[config.mk]
export PLATFORM = sky130hd
export DESIGN_NAME = sliding_window_average_core
export DESIGN_NICKNAME = d
export VERILOG_FILES = /design/src/hw/rtl/swa_pkg.sv /design/src/hw/rtl/swa_window.sv /design/src/hw/rtl/swa_div_cell.sv /design/src/hw/rtl/sliding_window_average_core.sv
export SDC_FILE = /design/constraint.sdc
export NUM_CORES = 2
export LEC_CHECK = 0
export BUFFER_PORTS_ARGS = -buffer_cell sky130_fd_sc_hd__buf_4
export CAP_MARGIN = 30
export CORE_ASPECT_RATIO = 1.2
export CORE_UTILIZATION = 35
export DETAILED_ROUTE_END_ITERATION = 8
export PLACE_DENSITY_LB_ADDON = 0.08
export SLEW_MARGIN = 20
export SYNTH_ARGS = -nofsm -noshare
export SYNTH_HDL_FRONTEND = slang
export SYNTH_HIERARCHICAL = 1
export SYNTH_SLANG_ARGS = --single-unit
[constraint.sdc]
create_clock -name clk -period 72.6 [get_ports clk]
set_input_delay 3.63 -clock clk [delete_from_list [all_inputs] [get_ports clk]]
set_output_delay 3.63 -clock clk [all_outputs]
set_load 0.01 [all_outputs]
[src/hw/rtl/swa_pkg.sv]
// Shared constants and types for the sliding window average core.
// Used by swa_window, swa_div_cell, the top level and the checker; no dependencies.
package swa_pkg;

	localparam int WINDOW_MAX   = 64;
	localparam int SAMPLE_BITS  = 16;
	localparam int FRAC_BITS    = 8;
	localparam int WSIZE_BITS   = 7;
	localparam int AVG_BITS     = 24;
	localparam int WSIZE_RESET  = 64;

	localparam int PTR_BITS  = (WINDOW_MAX > 1) ? $clog2(WINDOW_MAX) : 1;
	localparam int CNT_BITS  = $clog2(WINDOW_MAX + 1);
	localparam int SUM_BITS  = SAMPLE_BITS + $clog2(WINDOW_MAX);
	localparam int DIVD_BITS = SUM_BITS + FRAC_BITS;
	localparam int DIV_STEPS = DIVD_BITS;

	// Window front end to divider chain.
	typedef struct packed {
		logic                        valid;
		logic signed [SUM_BITS-1:0]  sum;
		logic        [CNT_BITS-1:0]  held;
	} win_t;

	// One divider cell's state: partial remainder and the shared
	// dividend/quotient word (dividend bits leave at the top, quotient bits
	// enter at the bottom).
	typedef struct packed {
		logic                  valid;
		logic                  neg;
		logic [CNT_BITS-1:0]   divisor;
		logic [CNT_BITS-1:0]   rem;
		logic [DIVD_BITS-1:0]  word;
	} div_t;

endpackage

[src/hw/rtl/swa_window.sv]
// Window front end: sample ring memory, oldest pointer, fill count, running sum.
// Depends on swa_pkg.
module swa_window (
	input  logic                                  clk,
	input  logic                                  arst_n,
	input  logic                                  cfg_we,
	input  logic [swa_pkg::WSIZE_BITS-1:0]        cfg_data,
	input  logic                                  in_valid,
	input  logic signed [swa_pkg::SAMPLE_BITS-1:0] sample,
	input  logic                                  adv,
	output swa_pkg::win_t                         win_o
);

	logic [swa_pkg::WSIZE_BITS-1:0]         wsize_q;
	logic [swa_pkg::PTR_BITS-1:0]           ptr_q;
	logic [swa_pkg::CNT_BITS-1:0]           fill_q;
	logic signed [swa_pkg::SUM_BITS-1:0]    sum_q;

	logic signed [swa_pkg::SAMPLE_BITS-1:0] ring_q [swa_pkg::WINDOW_MAX];
	logic signed [swa_pkg::SAMPLE_BITS-1:0] rd_q;
	logic signed [swa_pkg::SAMPLE_BITS-1:0] byp_data_q;
	logic                                   byp_q;

	logic                                   valid_s1;
	logic signed [swa_pkg::SUM_BITS-1:0]    sum_s1;
	logic [swa_pkg::CNT_BITS-1:0]           held_s1;

	logic                                   accept;
	logic [swa_pkg::CNT_BITS-1:0]           weff;
	logic                                   drop;
	logic signed [swa_pkg::SAMPLE_BITS-1:0] oldest;
	logic signed [swa_pkg::SUM_BITS-1:0]    sample_ext;
	logic signed [swa_pkg::SUM_BITS-1:0]    oldest_ext;
	logic signed [swa_pkg::SUM_BITS-1:0]    sum_nx;
	logic [swa_pkg::PTR_BITS-1:0]           ptr_inc;
	logic [swa_pkg::PTR_BITS-1:0]           ptr_nx;
	logic [swa_pkg::CNT_BITS-1:0]           fill_keep;
	logic [swa_pkg::CNT_BITS-1:0]           fill_nx;
	logic [swa_pkg::PTR_BITS:0]             wr_sum;
	logic [swa_pkg::PTR_BITS-1:0]           wr_addr;
	logic [swa_pkg::PTR_BITS-1:0]           rd_addr;

	assign accept = in_valid && adv;

	always_comb begin
		if (wsize_q == '0) begin
			weff = swa_pkg::CNT_BITS'(1);
		end else if (wsize_q > swa_pkg::WSIZE_BITS'(swa_pkg::WINDOW_MAX)) begin
			weff = swa_pkg::CNT_BITS'(swa_pkg::WINDOW_MAX);
		end else begin
			weff = swa_pkg::CNT_BITS'(wsize_q);
		end
	end

	assign drop   = (fill_q >= weff);
	assign oldest = byp_q ? byp_data_q : rd_q;

	assign sample_ext = {{(swa_pkg::SUM_BITS - swa_pkg::SAMPLE_BITS){sample[swa_pkg::SAMPLE_BITS-1]}},
		sample};
	assign oldest_ext = {{(swa_pkg::SUM_BITS - swa_pkg::SAMPLE_BITS){oldest[swa_pkg::SAMPLE_BITS-1]}},
		oldest};
	assign sum_nx = sum_q + sample_ext - (drop ? oldest_ext : '0);

	assign ptr_inc   = (ptr_q == swa_pkg::PTR_BITS'(swa_pkg::WINDOW_MAX - 1)) ? '0 : ptr_q + 1'b1;
	assign ptr_nx    = drop ? ptr_inc : ptr_q;
	assign fill_keep = drop ? fill_q - 1'b1 : fill_q;
	assign fill_nx   = fill_keep + 1'b1;

	assign wr_sum  = {1'b0, ptr_nx} + (swa_pkg::PTR_BITS+1)'(fill_keep);
	assign wr_addr = (wr_sum >= (swa_pkg::PTR_BITS+1)'(swa_pkg::WINDOW_MAX))
		? swa_pkg::PTR_BITS'(wr_sum - (swa_pkg::PTR_BITS+1)'(swa_pkg::WINDOW_MAX))
		: swa_pkg::PTR_BITS'(wr_sum);

	// Read always targets the next oldest entry, so its data is ready in the cycle after.
	assign rd_addr = cfg_we ? '0 : (accept ? ptr_nx : ptr_q);

	always_ff @(posedge clk or negedge arst_n) begin
		if (!arst_n) begin
			wsize_q  <= swa_pkg::WSIZE_BITS'(swa_pkg::WSIZE_RESET);
			ptr_q    <= '0;
			fill_q   <= '0;
			sum_q    <= '0;
			byp_q    <= 1'b0;
			valid_s1 <= 1'b0;
		end else begin
			if (cfg_we) begin
				wsize_q <= cfg_data;
				ptr_q   <= '0;
				fill_q  <= '0;
				sum_q   <= '0;
			end else if (accept) begin
				ptr_q  <= ptr_nx;
				fill_q <= fill_nx;
				sum_q  <= sum_nx;
			end
			byp_q <= accept && (wr_addr == rd_addr);
			if (adv) begin
				valid_s1 <= accept;
			end
		end
	end

	always_ff @(posedge clk) begin
		if (accept) begin
			ring_q[wr_addr] <= sample;
		end
		rd_q       <= ring_q[rd_addr];
		byp_data_q <= sample;
		if (adv && accept) begin
			sum_s1  <= sum_nx;
			held_s1 <= fill_nx;
		end
	end

	assign win_o = '{valid: valid_s1, sum: sum_s1, held: held_s1};

endmodule

[src/hw/rtl/swa_div_cell.sv]
// One restoring-division cell: produces one quotient bit per pass.
// Depends on swa_pkg.
module swa_div_cell (
	input  logic          clk,
	input  logic          arst_n,
	input  logic          adv,
	input  swa_pkg::div_t d_i,
	output swa_pkg::div_t d_o
);

	logic                              valid_q;
	logic                              neg_q;
	logic [swa_pkg::CNT_BITS-1:0]      divisor_q;
	logic [swa_pkg::CNT_BITS-1:0]      rem_q;
	logic [swa_pkg::DIVD_BITS-1:0]     word_q;

	logic [swa_pkg::CNT_BITS:0]        trial;
	logic                              qbit;
	logic [swa_pkg::CNT_BITS-1:0]      rem_nx;

	always_comb begin
		trial  = {d_i.rem, d_i.word[swa_pkg::DIVD_BITS-1]};
		qbit   = (trial >= {1'b0, d_i.divisor});
		rem_nx = qbit ? swa_pkg::CNT_BITS'(trial - {1'b0, d_i.divisor})
			: swa_pkg::CNT_BITS'(trial);
	end

	always_ff @(posedge clk or negedge arst_n) begin
		if (!arst_n) begin
			valid_q <= 1'b0;
		end else if (adv) begin
			valid_q <= d_i.valid;
		end
	end

	always_ff @(posedge clk) begin
		if (adv) begin
			neg_q     <= d_i.neg;
			divisor_q <= d_i.divisor;
			rem_q     <= rem_nx;
			word_q    <= {d_i.word[swa_pkg::DIVD_BITS-2:0], qbit};
		end
	end

	assign d_o = '{valid: valid_q, neg: neg_q, divisor: divisor_q, rem: rem_q, word: word_q};

endmodule

[src/hw/rtl/sliding_window_average_core.sv]
// Top level of the sliding window average core.
// Depends on swa_pkg, swa_window and swa_div_cell.
//
// Takes one signed 16-bit sample per request and returns, for each, the mean
// of the last window_size samples (zero counts as one, above 64 as 64; fewer
// while the window fills) as signed fixed point with 8 fraction bits,
// truncated toward zero, together with the number of samples that mean covers.
// A new request is taken on every cycle while sample_stall is low: the front
// end updates the running sum from a ring memory whose oldest entry is
// prefetched (with a bypass for a same-cycle write), and the division runs down
// a chain of 30 identical cells, one quotient bit per cell, every cell passing
// its partial remainder to the next whenever the pipeline advances. A result
// passes the front end stage, which loads at the accepting edge, then the 30
// divider cells and one output register. The whole pipeline holds while a
// result waits under stall, and sample_stall is raised for exactly that time.
// Writing window_size empties the window; write it only while no request is
// in flight.
module sliding_window_average_core (
	input  logic                                   clk,
	input  logic                                   arst_n,
	input  logic                                   window_size_wr_en,
	input  logic [swa_pkg::WSIZE_BITS-1:0]         window_size,
	input  logic                                   sample_valid,
	output logic                                   sample_stall,
	input  logic signed [swa_pkg::SAMPLE_BITS-1:0] sample,
	output logic                                   result_valid,
	input  logic                                   result_stall,
	output logic signed [swa_pkg::AVG_BITS-1:0]    average_q8,
	output logic [swa_pkg::CNT_BITS-1:0]           samples_held
);

	swa_pkg::win_t                       win;
	swa_pkg::div_t                       link [swa_pkg::DIV_STEPS+1];
	swa_pkg::div_t                       last;

	logic                                adv;
	logic [swa_pkg::SUM_BITS-1:0]        mag;
	logic [swa_pkg::DIVD_BITS-1:0]       quot_signed;

	logic                                out_valid_q;
	logic signed [swa_pkg::AVG_BITS-1:0] avg_q;
	logic [swa_pkg::CNT_BITS-1:0]        held_q;

	// Advance the whole pipeline unless a finished result is held by the sink.
	assign adv          = !out_valid_q || !result_stall;
	assign sample_stall = !adv;

	swa_window u_window (
		.clk      (clk),
		.arst_n   (arst_n),
		.cfg_we   (window_size_wr_en),
		.cfg_data (window_size),
		.in_valid (sample_valid),
		.sample   (sample),
		.adv      (adv),
		.win_o    (win)
	);

	// Divide the magnitude and restore the sign at the end: this truncates
	// toward zero. Scale by the fraction bits on entry.
	assign mag = win.sum[swa_pkg::SUM_BITS-1] ? swa_pkg::SUM_BITS'(-win.sum)
		: swa_pkg::SUM_BITS'(win.sum);

	assign link[0] = '{
		valid:   win.valid,
		neg:     win.sum[swa_pkg::SUM_BITS-1],
		divisor: win.held,
		rem:     '0,
		word:    swa_pkg::DIVD_BITS'(mag) << swa_pkg::FRAC_BITS
	};

	for (genvar i = 0; i < swa_pkg::DIV_STEPS; i++) begin : g_cell
		swa_div_cell u_cell (
			.clk    (clk),
			.arst_n (arst_n),
			.adv    (adv),
			.d_i    (link[i]),
			.d_o    (link[i+1])
		);
	end

	assign last        = link[swa_pkg::DIV_STEPS];
	assign quot_signed = last.neg ? -last.word : last.word;

	always_ff @(posedge clk or negedge arst_n) begin
		if (!arst_n) begin
			out_valid_q <= 1'b0;
		end else if (adv) begin
			out_valid_q <= last.valid;
		end
	end

	// Hold the payload while stalled; load only with a live result.
	always_ff @(posedge clk) begin
		if (adv && last.valid) begin
			avg_q  <= swa_pkg::AVG_BITS'(quot_signed);
			held_q <= last.divisor;
		end
	end

	assign result_valid = out_valid_q;
	assign average_q8   = avg_q;
	assign samples_held = held_q;

endmodule

# ---- Word level (Yosys, flattened, before mapping)
# Memories as Yosys holds them, arrays and structs flattened. A register that Yosys moved wholly into a read port is not among the register bits.
# Cells that the tools add are included.
dict set report totals {
  memories 1
  ramBits 1024
  elab_cells 300
  output_inout_bits 33
  register_bits 1236
}
# memory words word_bits rd rd_ports_with_merged_regs write_ports line
set mem_list {}
lappend mem_list {u_window.ring_q 64 16 1 1 1 swa_window.sv:19} ;# logic signed [swa_pkg::SAMPLE_BITS-1:0] ring_q [swa_pkg::WINDOW_MAX];
dict set report op_classes {
  n_eq_ne 2
  n_mux 47
  reduce_logical 10
  n_lt_le_gt_ge 33
  n_addsub 38
}
# op n
set op_table {}
lappend op_table {{$ge A8 B7 Y1} 29}
lappend op_table {{$mux W7} 33}
lappend op_table {{$sub A7 B7 Y7} 28}
lappend op_table {{$mux W22} 4}
lappend op_table {{$mux W6} 5}
lappend op_table {{$mux W24} 1}
lappend op_table {{$neg A24 Y24} 1}
lappend op_table {{$add A22 B22 Y22} 1}
lappend op_table {{$neg A22 Y22} 1}
lappend op_table {{$sub A22 B22 Y22} 1}
lappend op_table {{$mux W16} 1}
lappend op_table {{$add A6 B7 Y7} 1}
lappend op_table {{$add A7 B1 Y7 const B} 1}
lappend op_table {{$ge A1 B7 Y1} 1}
lappend op_table {{$ge A7 B7 Y1} 1}
lappend op_table {{$ge A7 B7 Y1 const B} 1}
lappend op_table {{$gt A7 B7 Y1 const B} 1}
lappend op_table {{$logic_not A7 Y1} 1}
lappend op_table {{$sub A1 B7 Y7} 1}
lappend op_table {{$sub A7 B1 Y7 const B} 1}
lappend op_table {{$add A6 B1 Y6 const B} 1}
lappend op_table {{$eq A6 B6 Y1} 1}
lappend op_table {{$eq A6 B6 Y1 const B} 1}
lappend op_table {{$sub A6 B1 Y6 const B} 1}
lappend op_table {{other kinds (5)} 12}

# ---- Logic depth before layout (Yosys ltp)
dict set report depth {
  depth_word 10
  ltp_mapped 26
  ltp_nobuf 23
}

# ---- Cells and area by module
# Netlist, hierarchy kept.
# module area_per_inst_um2 cells_per_inst seq_area_each_um2 instances
set by_module_without_submodules {}
lappend by_module_without_submodules {swa_window 45899.0 2976 33363.2 1}
lappend by_module_without_submodules {{swa_div_cell (g_cell[12].u_cell ...)} 1866.8 107 1376.3 19}
lappend by_module_without_submodules {{swa_div_cell (g_cell[0].u_cell ...)} 1846.8 107 1376.3 10}
lappend by_module_without_submodules {sliding_window_average_core 1945.6 170 955.9 1}
lappend by_module_without_submodules {{swa_div_cell (g_cell[29].u_cell)} 1891.8 108 1376.3 1}

# ---- Worst setup path before layout
# Ideal clock, no wire load.
dict set report synth_path {
  path_kind {input port to flip-flop}
  from {input result_stall}
  to {register u_window/rd_q[13] (netlist bit), read port of u_window.ring_q}
  stages 12
  setup_ns 0.134
  slack_ns 32.157
  t_required_ns 72.466
  arrival_ns 40.309
  path_cell_list {nand2_1 > nand2_1 > or4_1 > a32oi_1 > or2_1 > buf_6 > inv_4 > buf_6 > mux4_2 > a22oi_1 > a21oi_1 > or4_1}
}
dict set report synth_between {
  elab_chain_len 5
}
# element line
set synth_lines {}
lappend synth_lines {{start: declaration} sliding_window_average_core.sv:27} ;# input logic result_stall,
lappend synth_lines {{$logic_not A1 Y1} sliding_window_average_core.sv:45} ;# assign adv = !out_valid_q || !result_stall;
lappend synth_lines {{$logic_or A1 B1 Y1} sliding_window_average_core.sv:45}
lappend synth_lines {{$logic_and A1 B1 Y1} swa_window.sv:43} ;# assign accept = in_valid && adv;
lappend synth_lines {{$mux W6 (2 in a row)} swa_window.sv:75} ;# assign rd_addr = cfg_we ? '0 : (accept ? ptr_nx : ptr_q);
lappend synth_lines {{end: declaration} swa_window.sv:20} ;# logic signed [swa_pkg::SAMPLE_BITS-1:0] rd_q;
# No other way between the ends.
# A chain may end at the register's enable or synchronous reset.

# ---- Worst setup path after layout
dict set report layout_path {
  from {input result_stall}
  to {register u_window/rd_q[12] (netlist bit), read port of u_window.ring_q}
}
dict set report layout_between {
  elab_chain_len 5
}
# element line
set layout_lines {}
lappend layout_lines {{$logic_not A1 Y1} sliding_window_average_core.sv:45}
lappend layout_lines {{$logic_or A1 B1 Y1} sliding_window_average_core.sv:45}
lappend layout_lines {{net adv} sliding_window_average_core.sv:36} ;# logic adv;
lappend layout_lines {{$logic_and A1 B1 Y1} swa_window.sv:43}
lappend layout_lines {{$mux W6 (2 in a row)} swa_window.sv:75}
# The timed path passes the listed nets, and every way through them passes these cells.

==> run_results.csv <==
group,metric,value,unit
status,outcome,"complete, no violations",
global_route,grt_antenna_before_repair,15,
die,initial_core_util,0.353,
critical_path,cpMostUsedCell,"buf_4",
die,die_h,582,µm
critical_path,crit_path_top_delay_cell,"a2bb2oi_1",
synth,syn_area_per_cell,16.0,µm²
clocking,hold_buffers,0,
critical_path,cp_max_fo,53,
route,antenna_left,0,
critical_path,critPathArrivalTime,9.25,ns
place,port_buffers,60,
pwr,ir_drop,0.0210,mV
clocking,post-cts-setup-buffers,0,
die,io_pins,61,
die,die_area,283000,µm²
synth,syn_area,98300,µm²
cells_and_area,post-route-util,0.402,
sta,worst_slew_pin_slew,1.02,ns
sta,clock_skew,0.0598,ns
sta,timing.fmax,117,MHz
sta,period_share,0.118,
sta,relSlewSlack,0.320,
sta,hold_viol_final,0,
sta,slew_violations,0,
die,fp.dieW,486,µm
global_route,grtUsageTotal,0.159,
clocking,cts-htree-levels,5,
global_route,grt_pass1_vias,53835,
route,route.detailed.drc,0,
pwr,finalPower,5.14,mW
route,finalWirelength,227000,µm
critical_path,critical_path.startpoint_type,"input pin",
route,drt-initial-drc-count,3572,
job,cap_violations,0,
route,vias,51518,
clocking,cts_tree,"done",
place,place.detailed.hpwl,139000,µm
cells_and_area,synthToLayoutAreaGrowth,13.8,%
cells_and_area,drive_gt1_frac,0.160,
clocking,cts_resized,0,
global_route,grt-ovfl-total,0,
clocking,cts-root-buf,"clkbuf_16",
pwr,leakage,39.6,nW
clocking,clockBufferDepth,4,
pwr,power_density,46.0,nW/µm²
critical_path,slowest_delay,0.72,ns
place,place.gp.congestion,0.799,
worst_hold_path,worstHoldPathType,"register to register",
route,drtPass1Iterations,7,
critical_path,criticalPathCategory,"input pin to register",
clocking,path_clk_slew,0.06,ns
cells_and_area,finalNetCount,6729,
sta,period_minus_slack,8.56,ns
die,row_count,212,
clocking,cts.sinks,2369,
route,wl_per_cell,22.2,µm
global_route,grt_pass1_wl,342000,µm
critical_path,endpoint_kind,"register",
route,viasPerCell,5.03,
critical_path,required,73.29,ns
synth,syn_inst,6154,
clocking,cts_made_buffers,267,
global_route,grt_max_degree,188,
die,core-area,279000,µm²
critical_path,cp_cell_sequence,"buf_4 > nand2_4 > nand2_2 > buf_4 > o21ai_0 > o32ai_2 > nand2_4 > inv_8 > buf_4 > buf_4 > mux2i_1 > o22ai_1 > nor4_1 > a2bb2oi_1 > nand4_1",
clocking,clk_latency,0.87,ns
sta,rsz0062_at_grt,"no",
synth,synth_warnings,6,
sta,setup_tns,0,ns
sta,setup_viol,0,
critical_path,cp_num_buf_inv,5,
critical_path,crit_family,"buffers and inverters",
stage by stage:
step                std cells  setup slack, ns  hold WS (ns)  instance area (µm²)
finish                  10243            64.04         0.395               112000
global route            10241            63.86         0.404               112000
CTS                     10238            64.11         0.391               112000
detailed placement       9766            63.17         0.405               103000
global placement         9758            63.25         0.400               103000
floorplan                6174            36.43         0.400                98300
final timing paths:
check | from | end | slack (ns) | cells past startpoint
setup / recovery | result_stall | u_window/rd_q[12]$_DFF_P_ | 64.04 | 15
setup reg to reg | u_window/wsize_q[3]$_DFFE_PN0P_ | u_window/ring_q[17][1]$_DFFE_PP_ | 65.87 | 18
max in group asynchronous | arst_n | u_window/wsize_q[1]$_DFFE_PN0P_ | 68.79 | 2
hold reg to reg | g_cell[2].u_cell/word_q[15]$_DFFE_PP_ | g_cell[3].u_cell/word_q[16]$_DFFE_PP_ | 0.40 | 0
min in group asynchronous | arst_n | result_valid$_DFFE_PN0N_ | 2.68 | 1
hold / removal | g_cell[2].u_cell/word_q[15]$_DFFE_PP_ | g_cell[3].u_cell/word_q[16]$_DFFE_PP_ | 0.40 | 0
power by group:
group | total [mW] | leakage (nW) | switching, mW | internal, mW
registers | 2.20 | 22.8 | 0.158 | 2.04
clock network | 1.32 | 4.11 | 0.541 | 0.778
logic | 1.62 | 12.8 | 0.912 | 0.712
total | 5.14 | 39.6 | 1.61 | 3.53
layout by cell type, fill, tap and decap left out, drive strengths merged, types with 36 or more instances in the layout:
master	instances
mux4	115
a221oi	58
clkinv	101
a21oi	208
fa	52
o21a	38
ha	250
nor3	59
buf	189
edfxtp	2262
a22oi	50
o221ai	36
o21ai	82
and3	42
mux2	182
clkbuf	346
nor2	374
nand4	53
xnor2	99
inv	396
nand2b	67
nor2b	68
nand3	208
mux2i	149
nand2	550
dfrtp	74
xor2	43
per-layer routing:
metal / vias to the layer above / routed length, µm / part of all wire / GRT usage
met3: 394 / 10600 / 0.047 / 0.0281
met5: - / 23 / 0.00010 / 0
li1: 23776 / - / - / -
met1: 26308 / 92600 / 0.41 / 0.192
met2: 1036 / 116000 / 0.51 / 0.283
met4: 4 / 8130 / 0.036 / 0.0583
state kept, by name (all words and copies together), names as in the netlist:
signal / flops
g_cell.u_cell/valid_q: 30
g_cell.u_cell/divisor_q: 210
result_valid: 1
u_window/fill_q: 7
g_cell.u_cell/neg_q: 30
u_window/ptr_q: 6
u_window/rd_q: 16
u_window/wsize_q: 7
u_window/valid_s1: 1
average_q8: 24
u_window/sum_q: 22
u_window/ring_q: 1024
samples_held: 7
g_cell.u_cell/rem_q: 203
u_window/byp_data_q: 16
g_cell.u_cell/word_q: 735
u_window/byp_q: 1
u_window/held_s1: 7
u_window/sum_s1: 22
final cells by class:
class	instances	area [µm²]
Clock buffer	346	7180
Tap cell	3638	4550
Timing Repair Buffer	189	1570
Antenna cell	3	7.51
Inverter	400	1530
Multi-Input combinational cell	3172	25300
Clock inverter	126	1280
Fill cell	25442	167000
Sequential cell	2369	70400
Note: power is estimated with default switching activity, not from simulation.
